**src/rtl/brd_pkg.sv**
```systemverilog
package brd_pkg;

    // Ring geometry; the depth must be a power of two so slot indexes wrap
    localparam int DEPTH = 16;
    localparam int IDX_W = $clog2(DEPTH);
    localparam int CNT_W = $clog2(DEPTH + 1);

    localparam int CMD_W    = 3;
    localparam int STATUS_W = 2;

    typedef enum logic [CMD_W-1:0] {
        CMD_CLEAR      = 3'd0,
        CMD_DUMP       = 3'd1,
        CMD_PUSH_BACK  = 3'd2,
        CMD_PUSH_FRONT = 3'd3,
        CMD_POP_BACK   = 3'd4,
        CMD_POP_FRONT  = 3'd5
    } cmd_t;

    typedef enum logic [STATUS_W-1:0] {
        ST_OK    = 2'd0,
        ST_EMPTY = 2'd1,
        ST_FULL  = 2'd2
    } status_t;

    typedef enum logic [1:0] {
        S_IDLE,
        S_EXEC,
        S_READ,
        S_OUT
    } state_t;

    typedef struct packed {
        logic [63:0]        name_low;
        logic [63:0]        name_mid;
        logic [31:0]        name_high;
        logic signed [31:0] age;
    } record_t;

    typedef struct packed {
        logic [STATUS_W-1:0] status;
        logic                has_record;
        record_t             rec;
        logic [CNT_W-1:0]    occupancy;
        logic                last;
    } result_t;

    // Commands from the controller to the datapath
    typedef struct packed {
        logic capture;
        logic execute;
        logic load_record;
        logic advance;
    } ctl_t;

    // Status from the datapath to the controller
    typedef struct packed {
        logic needs_read;
        logic more;
    } dp_status_t;

endpackage

```
**src/rtl/brd_if.sv**
```systemverilog
interface brd_cmd_if;
    logic               valid;
    logic               ready;
    logic [2:0]         command;
    logic [63:0]        name_low;
    logic [63:0]        name_mid;
    logic [31:0]        name_high;
    logic signed [31:0] age;

    modport source (output valid, command, name_low, name_mid, name_high, age,
                    input ready);
    modport sink   (input valid, command, name_low, name_mid, name_high, age,
                    output ready);
endinterface

interface brd_rsp_if;
    logic               valid;
    logic               ready;
    logic [1:0]         status;
    logic               has_record;
    logic [63:0]        out_name_low;
    logic [63:0]        out_name_mid;
    logic [31:0]        out_name_high;
    logic signed [31:0] out_age;
    logic [4:0]         occupancy;
    logic               last;

    modport source (output valid, status, has_record, out_name_low, out_name_mid,
                    out_name_high, out_age, occupancy, last,
                    input ready);
    modport sink   (input valid, status, has_record, out_name_low, out_name_mid,
                    out_name_high, out_age, occupancy, last,
                    output ready);
endinterface

```
**src/rtl/brd_ctrl.sv**
```systemverilog
module brd_ctrl (
    input  logic                clk,
    input  logic                rst_n,
    input  logic                in_valid,
    output logic                in_ready,
    output logic                out_valid,
    input  logic                out_ready,
    input  brd_pkg::dp_status_t st,
    output brd_pkg::ctl_t       ctl
);
    import brd_pkg::*;

    state_t state_reg;
    state_t state_next;

    // State register
    always_ff @(posedge clk or negedge rst_n)
    begin
        if (!rst_n)
        begin
            state_reg <= S_IDLE;
        end
        else
        begin
            state_reg <= state_next;
        end
    end

    // Next state and datapath commands
    always_comb
    begin
        state_next = state_reg;
        ctl        = '0;
        in_ready   = 1'b0;
        out_valid  = 1'b0;
        case (state_reg)
            S_IDLE:
            begin
                in_ready = 1'b1;
                if (in_valid)
                begin
                    ctl.capture = 1'b1;
                    state_next  = S_EXEC;
                end
            end
            S_EXEC:
            begin
                ctl.execute = 1'b1;
                state_next  = st.needs_read ? S_READ : S_OUT;
            end
            S_READ:
            begin
                ctl.load_record = 1'b1;
                state_next      = S_OUT;
            end
            S_OUT:
            begin
                out_valid = 1'b1;
                if (out_ready)
                begin
                    if (st.more)
                    begin
                        // next dump entry: read is issued this cycle
                        ctl.advance = 1'b1;
                        state_next  = S_READ;
                    end
                    else
                    begin
                        state_next = S_IDLE;
                    end
                end
            end
            default:
            begin
                state_next = S_IDLE;
            end
        endcase
    end

endmodule

```
**src/rtl/brd_datapath.sv**
```systemverilog
module brd_datapath (
    input  logic                          clk,
    input  logic                          rst_n,
    input  brd_pkg::ctl_t                 ctl,
    output brd_pkg::dp_status_t           st,
    input  logic [brd_pkg::CMD_W-1:0]     command,
    input  brd_pkg::record_t              rec_in,
    output brd_pkg::result_t              res
);
    import brd_pkg::*;

    record_t          mem [DEPTH];
    record_t          rd_data_reg;
    record_t          rec_reg;
    logic [CMD_W-1:0] cmd_reg;
    logic [IDX_W-1:0] front_reg;
    logic [CNT_W-1:0] count_reg;
    logic [CNT_W-1:0] walk_reg;
    result_t          res_reg;

    logic             full;
    logic             empty;
    logic             is_push;
    logic             is_pop;
    logic             wr_en;
    logic [IDX_W-1:0] wr_addr;
    logic [IDX_W-1:0] rd_addr;
    logic [CNT_W-1:0] rd_off;
    logic [CNT_W-1:0] walk_inc;

    assign full     = (count_reg == CNT_W'(DEPTH));
    assign empty    = (count_reg == '0);
    assign is_push  = (cmd_reg == CMD_PUSH_BACK) || (cmd_reg == CMD_PUSH_FRONT);
    assign is_pop   = (cmd_reg == CMD_POP_BACK) || (cmd_reg == CMD_POP_FRONT);
    assign walk_inc = walk_reg + 1'b1;

    assign st.needs_read = !empty && (is_pop || (cmd_reg == CMD_DUMP));
    assign st.more       = !res_reg.last;
    assign res           = res_reg;

    // Write slot: behind the back, or ahead of the front
    assign wr_en   = ctl.execute && is_push && !full;
    assign wr_addr = (cmd_reg == CMD_PUSH_BACK) ? front_reg + count_reg[IDX_W-1:0]
                                                : front_reg - 1'b1;

    // Read slot offset from the front: back entry on pop back, front entry on other executes, else next walk position
    always_comb
    begin
        rd_off = walk_inc;
        if (ctl.execute)
        begin
            rd_off = (cmd_reg == CMD_POP_BACK) ? count_reg - 1'b1 : '0;
        end
    end
    assign rd_addr = front_reg + rd_off[IDX_W-1:0];

    // Record store, one write and one registered read per cycle
    always_ff @(posedge clk)
    begin
        if (wr_en)
        begin
            mem[wr_addr] <= rec_reg;
        end
        rd_data_reg <= mem[rd_addr];
    end

    // Captured command and payload
    always_ff @(posedge clk)
    begin
        if (ctl.capture)
        begin
            cmd_reg <= command;
            rec_reg <= rec_in;
        end
    end

    // Ring pointers and dump walk position
    always_ff @(posedge clk or negedge rst_n)
    begin
        if (!rst_n)
        begin
            front_reg <= '0;
            count_reg <= '0;
            walk_reg  <= '0;
        end
        else if (ctl.execute)
        begin
            walk_reg <= '0;
            case (cmd_reg)
                CMD_CLEAR:
                begin
                    front_reg <= '0;
                    count_reg <= '0;
                end
                CMD_PUSH_BACK:
                begin
                    if (!full)
                    begin
                        count_reg <= count_reg + 1'b1;
                    end
                end
                CMD_PUSH_FRONT:
                begin
                    if (!full)
                    begin
                        front_reg <= front_reg - 1'b1;
                        count_reg <= count_reg + 1'b1;
                    end
                end
                CMD_POP_BACK:
                begin
                    if (!empty)
                    begin
                        count_reg <= count_reg - 1'b1;
                    end
                end
                CMD_POP_FRONT:
                begin
                    if (!empty)
                    begin
                        front_reg <= front_reg + 1'b1;
                        count_reg <= count_reg - 1'b1;
                    end
                end
                default:
                begin
                end
            endcase
        end
        else if (ctl.advance)
        begin
            walk_reg <= walk_inc;
        end
    end

    // Result register
    always_ff @(posedge clk)
    begin
        if (ctl.execute)
        begin
            // results without a record; record-bearing ones load after the read
            res_reg.has_record <= 1'b0;
            res_reg.rec        <= '0;
            res_reg.last       <= 1'b1;
            res_reg.status     <= ST_OK;
            res_reg.occupancy  <= count_reg;
            case (cmd_reg)
                CMD_CLEAR:
                begin
                    res_reg.occupancy <= '0;
                end
                CMD_PUSH_BACK, CMD_PUSH_FRONT:
                begin
                    if (full)
                    begin
                        res_reg.status <= ST_FULL;
                    end
                    else
                    begin
                        res_reg.occupancy <= count_reg + 1'b1;
                    end
                end
                CMD_DUMP, CMD_POP_BACK, CMD_POP_FRONT:
                begin
                    if (empty)
                    begin
                        res_reg.status <= ST_EMPTY;
                    end
                end
                default:
                begin
                end
            endcase
        end
        else if (ctl.load_record)
        begin
            res_reg.status     <= ST_OK;
            res_reg.has_record <= 1'b1;
            res_reg.rec        <= rd_data_reg;
            res_reg.occupancy  <= count_reg;
            res_reg.last       <= is_pop || (walk_inc == count_reg);
        end
    end

endmodule

```
**src/rtl/bounded_record_deque.sv**
```systemverilog
// Channel  Dir  Transfer when          Payload
// cmd      in   cmd.valid & cmd.ready  command, name_low/mid/high, age
// rsp      out  rsp.valid & rsp.ready  status, has_record, out_name_*, out_age,
//                                      occupancy, last
//
// One command at a time; cmd.ready is high only while idle, so a new command is taken
// only after the response to the last one has transferred. Clear, push and unused
// codes register their result in the execute step; pop and dump on a non-empty ring
// add a read step (the store read is registered); so does each further dump record.
// Reset clears the ring pointers and the controller; the store needs no clearing.
// A stalled rsp holds the block until its transfer.
module bounded_record_deque (
    input logic      clk,
    input logic      rst_n,
    brd_cmd_if.sink  cmd,
    brd_rsp_if.source rsp
);
    import brd_pkg::*;

    ctl_t       ctl;
    dp_status_t st;
    record_t    rec_in;
    result_t    res;

    assign rec_in.name_low  = cmd.name_low;
    assign rec_in.name_mid  = cmd.name_mid;
    assign rec_in.name_high = cmd.name_high;
    assign rec_in.age       = cmd.age;

    // Sequencer
    brd_ctrl u_ctrl (
        .clk       (clk),
        .rst_n     (rst_n),
        .in_valid  (cmd.valid),
        .in_ready  (cmd.ready),
        .out_valid (rsp.valid),
        .out_ready (rsp.ready),
        .st        (st),
        .ctl       (ctl)
    );

    // Record store, ring pointers and result register
    brd_datapath u_datapath (
        .clk     (clk),
        .rst_n   (rst_n),
        .ctl     (ctl),
        .st      (st),
        .command (cmd.command),
        .rec_in  (rec_in),
        .res     (res)
    );

    assign rsp.status        = res.status;
    assign rsp.has_record    = res.has_record;
    assign rsp.out_name_low  = res.rec.name_low;
    assign rsp.out_name_mid  = res.rec.name_mid;
    assign rsp.out_name_high = res.rec.name_high;
    assign rsp.out_age       = res.rec.age;
    assign rsp.occupancy     = res.occupancy;
    assign rsp.last          = res.last;

endmodule
```
**src/flat_wrapper.sv**
```systemverilog
// flat-port wrapper written by rule: the top's interface ports become plain ports
module bounded_record_deque_flat import brd_pkg::*;
  (clk, rst_n, cmd_valid, cmd_command, cmd_name_low, cmd_name_mid, cmd_name_high, cmd_age, cmd_ready, rsp_valid, rsp_status, rsp_has_record, rsp_out_name_low, rsp_out_name_mid, rsp_out_name_high, rsp_out_age, rsp_occupancy, rsp_last, rsp_ready);
  brd_cmd_if cmd_i ();
  brd_rsp_if rsp_i ();
  input logic clk;
  input logic rst_n;
  input wire logic [$bits(cmd_i.valid)-1:0] cmd_valid;
  input wire logic [$bits(cmd_i.command)-1:0] cmd_command;
  input wire logic [$bits(cmd_i.name_low)-1:0] cmd_name_low;
  input wire logic [$bits(cmd_i.name_mid)-1:0] cmd_name_mid;
  input wire logic [$bits(cmd_i.name_high)-1:0] cmd_name_high;
  input wire logic [$bits(cmd_i.age)-1:0] cmd_age;
  output wire logic [$bits(cmd_i.ready)-1:0] cmd_ready;
  output wire logic [$bits(rsp_i.valid)-1:0] rsp_valid;
  output wire logic [$bits(rsp_i.status)-1:0] rsp_status;
  output wire logic [$bits(rsp_i.has_record)-1:0] rsp_has_record;
  output wire logic [$bits(rsp_i.out_name_low)-1:0] rsp_out_name_low;
  output wire logic [$bits(rsp_i.out_name_mid)-1:0] rsp_out_name_mid;
  output wire logic [$bits(rsp_i.out_name_high)-1:0] rsp_out_name_high;
  output wire logic [$bits(rsp_i.out_age)-1:0] rsp_out_age;
  output wire logic [$bits(rsp_i.occupancy)-1:0] rsp_occupancy;
  output wire logic [$bits(rsp_i.last)-1:0] rsp_last;
  input wire logic [$bits(rsp_i.ready)-1:0] rsp_ready;
  assign cmd_i.valid = cmd_valid;
  assign cmd_i.command = cmd_command;
  assign cmd_i.name_low = cmd_name_low;
  assign cmd_i.name_mid = cmd_name_mid;
  assign cmd_i.name_high = cmd_name_high;
  assign cmd_i.age = cmd_age;
  assign cmd_ready = cmd_i.ready;
  assign rsp_valid = rsp_i.valid;
  assign rsp_status = rsp_i.status;
  assign rsp_has_record = rsp_i.has_record;
  assign rsp_out_name_low = rsp_i.out_name_low;
  assign rsp_out_name_mid = rsp_i.out_name_mid;
  assign rsp_out_name_high = rsp_i.out_name_high;
  assign rsp_out_age = rsp_i.out_age;
  assign rsp_occupancy = rsp_i.occupancy;
  assign rsp_last = rsp_i.last;
  assign rsp_i.ready = rsp_ready;
  bounded_record_deque u_core (.clk(clk), .rst_n(rst_n), .cmd(cmd_i), .rsp(rsp_i));
endmodule
```
**config.mk**
```make
export PLATFORM = sky130hd
export DESIGN_NAME = bounded_record_deque_flat
export DESIGN_NICKNAME = d
export VERILOG_FILES = /design/src/rtl/brd_pkg.sv /design/src/rtl/brd_if.sv /design/src/rtl/brd_ctrl.sv /design/src/rtl/brd_datapath.sv /design/src/rtl/bounded_record_deque.sv /design/src/flat_wrapper.sv
export SDC_FILE = /design/constraint.sdc
export NUM_CORES = 2
export LEC_CHECK = 0
export BUFFER_PORTS_ARGS = -buffer_cell sky130_fd_sc_hd__buf_4
export CORE_MARGIN = 4
export CORE_UTILIZATION = 62
export DETAILED_ROUTE_END_ITERATION = 8
export PLACE_DENSITY_LB_ADDON = 0.15
export SETUP_SLACK_MARGIN = 0.1
export SLEW_MARGIN = 10
export SYNTH_ARGS = -nofsm -noshare
export SYNTH_HDL_FRONTEND = slang
export SYNTH_SLANG_ARGS = --single-unit
```
**constraint.sdc**
```tcl
create_clock -name clk -period 13.6 [get_ports clk]
set_clock_uncertainty 0.2 [all_clocks]
set_input_delay 2.72 -clock clk [delete_from_list [all_inputs] [get_ports clk]]
set_output_delay 2.72 -clock clk [all_outputs]
set_load 0.02 [all_outputs]
```
## Yosys cells after proc, flatten, opt, wreduce, memory -nomap -nowiden

Memories as Yosys holds them, arrays and structs flattened. A register that Yosys moved wholly into a read port is not among the register bits.
Cells that the tools add are included.

- Output and inout bits: 203
- Bits of input ports: 199
- Memories kept: 1
- Bits in registers: 412
- Memory bits (writable): 3072

- Multiplexer cells: 33
- Eq/ne operators: 15
- Reduce and logical (&&, ||, !) cells: 22
- $add $sub $neg: 7

Memories:

| name | depth | width | rd ports | clocked after Yosys merged registers in | wr ports | line | source |
|---|---|---|---|---|---|---|---|
| u_core.u_datapath.mem | 16 | 192 | 1 | 1 | 1 | brd_datapath.sv:12 | `record_t mem [DEPTH];` |

Operators by type and width:

| operator | count |
|---|---|
| two-way mux 201 bit | 2 |
| two-way mux 4 bit | 5 |
| two-way mux 5 bit | 4 |
| one-hot mux 5 bit (3 select lines) | 1 |
| two-way mux 1 bit | 13 |
| one-hot mux 4 bit (3 select lines) | 1 |
| adder 5 x 1 -> 5 bit (second input constant) | 2 |
| inequality test 2 bit (second input constant) | 5 |
| one-hot mux 5 bit (2 select lines) | 1 |
| adder 4 bit | 2 |
| two-way mux 2 bit | 4 |
| one-hot mux 2 bit (4 select lines) | 1 |
| == test 3 x 2 -> 1 bit (second input constant) | 2 |
| == test 3 bit (second input constant) | 2 |
| nonzero test 3 bit | 2 |
| == test 5 bit | 1 |
| == test 5 bit (second input constant) | 1 |
| logical NOT 5 bit | 1 |
| subtractor 5 x 1 -> 5 bit (second input constant) | 1 |
| adder 4 x 1 -> 4 bit (second input constant) | 1 |
| == test 2 bit (second input constant) | 2 |
| logical OR 1 bit | 4 |
| one-hot mux 2 bit (2 select lines) | 1 |
| AND reduction 4 bit | 1 |
| 12 further kinds | 17 |

## Depth between registers and ports, before layout

- Word-level depth: 6
- Depth in mapped cells: 15
- Gate-level depth less buffers: 10

## Hierarchy

A second synthesis with hierarchy kept.

- Cells, all modules: 5909
- Area total of the unflattened synthesis: 134963.2 um2

By module, submodules not included:

| module | times used | cells each | area each (um2) |
|---|---|---|---|
| brd_datapath | 1 | 5896 | 134838.1 |
| brd_ctrl | 1 | 13 | 125.1 |

## Worst setup path after synthesis

No wires, ideal clock.

- Path type: reg-to-reg
- From: register u_core.u_datapath.count_reg[0]
- To: memory u_core.u_datapath.mem[0][0] (netlist name), enable pin
- Library setup time: 0.748 ns
- Setup slack: 2.941 ns
- Path buffers: 2
- Stages on the path, launching flop included: 10
- Data required time: 12.652 ns
- Arrival: 9.711 ns
- Path through: dfrtp_1 -> buf_2 -> inv_1 -> ha_1 -> nand4bb_1 -> clkbuf_1 -> nand3_1 -> and3b_1 -> nand2_1 -> nor2_1

- Word-level cells in the longest chain between the ends: 5

RTL lines:

| item | line | source |
|---|---|---|
| start: declaration | brd_datapath.sv:17 | `logic [CNT_W-1:0] count_reg;` |
| start signal: assignment | brd_datapath.sv:99 | `count_reg <= count_reg + 1'b1;` |
| start signal: assignment | brd_datapath.sv:107 | `count_reg <= count_reg + 1'b1;` |
| start signal: assignment | brd_datapath.sv:114 | `count_reg <= count_reg - 1'b1;` |
| == test 5 bit | brd_datapath.sv:31 | `assign full = (count_reg == CNT_W'(DEPTH));` |
| logical NOT 1 bit | -- |  |
| logical AND 1 bit | brd_datapath.sv:42 | `assign wr_en = ctl.execute && is_push && !full;` |
| two-way mux 1 bit | brd_datapath.sv:60 | `if (wr_en)` |
| two-way mux 1 bit (not written as such) | brd_datapath.sv:62 | `mem[wr_addr] <= rec_reg;` |
| end: declaration | brd_datapath.sv:12 |  |

Parallel ways exist; a longest one is shown, timed or not.

## Worst setup path after layout

- From: register u_core.u_ctrl.state_reg[1]
- To: register u_core.u_datapath.rd_data_reg[166] (netlist name)

- Word-level cells in the longest chain between the ends: 4

RTL lines:

| item | line | source |
|---|---|---|
| start: declaration | brd_ctrl.sv:13 | `state_t state_reg;` |
| start signal: assignment | brd_ctrl.sv:25 | `state_reg <= state_next;` |
| == test 2 x 1 -> 1 bit | brd_ctrl.sv:36 | `case (state_reg)` |
| two-way mux 1 bit | brd_ctrl.sv:36 |  |
| two-way mux 4 bit | brd_datapath.sv:50 | `if (ctl.execute)` |
| adder 4 bit | brd_datapath.sv:55 | `assign rd_addr = front_reg + rd_off[IDX_W-1:0];` |

No other way between the ends.
A chain may end at the register's enable or synchronous reset.

==> metrics.md <==
| Metric | Value |
|---|---|
| Synth area leader | edfxtp_1 |
| Seq/Total Area, Yosys | 0.789 |
| Total global-route track usage | 0.262 |
| Post-synth EDFFs | 3274 |
| Worst Setup Start Kind | flip-flop |
| Setup WS post-layout | 7690 ps |
| Share of layout cells above drive strength 1 | 0.270 |
| Max_slew headroom | 0.177 |
| Post-cts resize count | 0 |
| Min-Delay Path Class | flip-flop to flip-flop |
| FF-to-FF End | u_core.u_datapath.rd_data_reg[166] |
| CP Capture Type | flip-flop |
| Grt ovf | 0 |
| Worst path required time | 14190 ps |
| First-pass GRT wire length | 426000 um |
| Critical Path AT | 6490 ps |
| Post-DP HPWL | 143000 um |
| Tmin final | 5910 ps |
| Core area | 217000 sq um |
| Setup slack at placement | 7680 ps |
| Final Cell Area | 153000 sq um |
| Worst path max stage delay | 1330 ps |
| Hold-fix buffers, CTS | 0 |
| FF-to-FF path depth | 11 |
| Slew @ Worst Pin | 1230 ps |
| Top cell type's share of synthesized area | 0.728 |
| Port bufs | 401 |
| Maxcap violations | 0 |
| Setup TNS | 0 ps |
| #FFs+latches synth | 3676 |
| Top delay family on crit path | buffers and inverters |
| Leak Pwr | 50.3 nW |
| Hold path cells | 2 |
| Setup Buffers After CTS | 0 |
| R2R setup slack | 7690 ps |
| VDD IR max | 0.000405 V |
| Final Util | 0.707 |
| Largest net degree at the start of global routing | 150 |
| Total Wirelength | 293000 um |
| Outcome | finished clean |
| CTS tree | done |
| Async SR Flop Fraction | 0.00435 |
| Final hold violations | 0 |
| RSZ-0062 raised after global routing | no |
| Synthesized area | 135000 sq um |
| Syn-to-layout area delta | 13.7% |
| Hold path startpoint | u_core.u_datapath.rd_data_reg[53] |
| Max-slew violations | 0 |
| Iter 0 DRT Violations | 6876 |
| Clock buffer depth | 4 |
| CP Cell Sequence | inv_1 > ha_4 > a31o_2 > ha_4 > inv_1 > fa_4 > buf_4 > buf_4 > mux4_2 > mux2i_1 > mux2i_1 |
| Largest register FFs | 3072 |
| WS Path Type | flip-flop to flip-flop |
| CTS Buf Count | 367 |
| Starting Density | 0.622 |
| Die width | 475 um |
| Synth warn | 0 |
| Final worst path period share | 0.434 |
| Worst-skew pair later-pin latency | 970 ps |
| Root Driver | clkbuf_16 |
| Total number of vias | 61100 |
| 1st-pass router iterations | 6 |
| Synth area leaders | edfxtp_1 (73%), mux4_2 (13%), dfxtp_1 (5.7%) |
| H-tree levels | 5 |
| Syn Area/Cell | 22.8 sq um |
| Gpl congestion | 0.767 |
| Final #Nets | 6704 |
| RR Startpoint | u_core.u_ctrl.state_reg[1] |
| Die Ht | 475 um |
| Setup-failing EPs final | 0 |
| Main synth FF type | edfxtp_1 |
| Hold EP | u_core.u_datapath.res[59] |
| Clock sinks | 3676 |
| Routed vias/inst | 6.33 |
| Initial antenna violation count | 18 |
| Worst-path maximum fanout | 69 |
| Clock Pin Slew Worst Setup and Hold Paths | 60 ps |
| Wire per inst | 30.4 um |
| Worst Path Buf+Inv | 4 |
| DRT antenna net count | 0 |
| Post-synthesis net count | 6126 |
| # DRC | 0 |
| Post-synth cell types | 54 |
| Cells after synthesis | 5910 |
| CP Launch Point | u_core.u_ctrl.state_reg[1] |
| Commonest non-fill, non-tap cell in the layout | edfxtp_1 |
| Io pins | 402 |
| Rows | 171 |
| WHS | 224 ps |
| Power Density | 258 nW/um^2 |
| Vias in the first global route | 63100 |
| Critical path's slowest cell | fa_4 |
| Die area | 225000 sq um |
| Leading cell types in the layout, fill and taps excluded | edfxtp_1 (3274), mux4_2 (768), mux2i_1 (768), buf_4 (479), dfxtp_1 (386) |
| Post-DP Area | 141000 sq um |
| Fmax | 169 MHz |
## worst max-delay path by stage
stage | end | slack, ps | cells after the start
2_1_floorplan | u_core.u_datapath.mem[0][0] | 2940 | 9
3_3_place_gp | u_core.u_datapath.rd_data_reg[168] | 7770 | 11
3_5_place_dp | u_core.u_datapath.rd_data_reg[166] | 7680 | 11
4_1_cts | u_core.u_datapath.rd_data_reg[166] | 7670 | 11
5_1_grt | u_core.u_datapath.rd_data_reg[56] | 7350 | 11
6_report | u_core.u_datapath.rd_data_reg[166] | 7690 | 11
## area by class of cell
type / instances / area (sq um)
Antenna cell: 6 / 15.0
Clock buffer: 494 / 10200
Clock inverter: 168 / 1880
Fill cell: 12800 / 63500
Inverter: 11 / 41.3
Multi-Input combinational cell: 1929 / 27200
Sequential cell: 3676 / 106000
Tap cell: 2854 / 3570
Timing Repair Buffer: 503 / 4080
## cell families (layout without fill, tap and decap cells)
| family | count (synthesis) | after routing | synth area share |
|---|---|---|---|
| compound gates | 66 | 66 | 0.00321 |
| xor+xnor | 23 | 23 | 0.00149 |
| fa+ha+maj | 17 | 17 | 0.00169 |
| buf+inv | 305 | 1176 | 0.0111 |
| flops | 3676 | 3676 | 0.789 |
| mux | 1537 | 1537 | 0.185 |
| other cells | 0 | 6 | 0 |
| simple gates | 286 | 286 | 0.00886 |
## worst reg2reg max path: cells and delay by family, from the launching register on
| family | cells | cell delay, ps |
|---|---|---|
| buf+inv | 4 | 2080 |
| fa+ha+maj | 3 | 1960 |
| mux | 3 | 800 |
| flops | 1 | 440 |
| compound gates | 1 | 280 |
## cell usage after synthesis, types with 12 or more instances
master	count
clkbuf_1	119
edfxtp_1	3274
buf_6	17
buf_2	130
ha_1	15
xnor2_1	12
mux2i_1	768
dfrtp_1	16
a21oi_1	12
nor2_1	225
buf_4	16
mux4_2	768
buf_1	12
nand2_1	19
dfxtp_1	386
## per-stage QoR
stage	power (W)	std cells
2_1_floorplan	0.0263	5910
3_3_place_gp	0.0297	8973
3_5_place_dp	0.0299	8973
4_1_cts	0.0400	9635
5_1_grt	0.0415	9637
6_report	0.0395	9641
## layer usage
| metal | wire, um | global-route usage | vias up |
|---|---|---|---|
| li1 | - | - | 25600 |
| met1 | 116000 | 0.373 | 32400 |
| met2 | 145000 | 0.424 | 2520 |
| met3 | 21300 | 0.0434 | 523 |
| met4 | 9770 | 0.0865 | 6 |
| met5 | 47 | 0 | - |
## where the power goes
part	switching, W	internal (W)
clock	0.00405	0.00603
sequential	0.000770	0.0136
combinational	0.00760	0.00748
No activity file was read; power rests on OpenSTA's default activity.
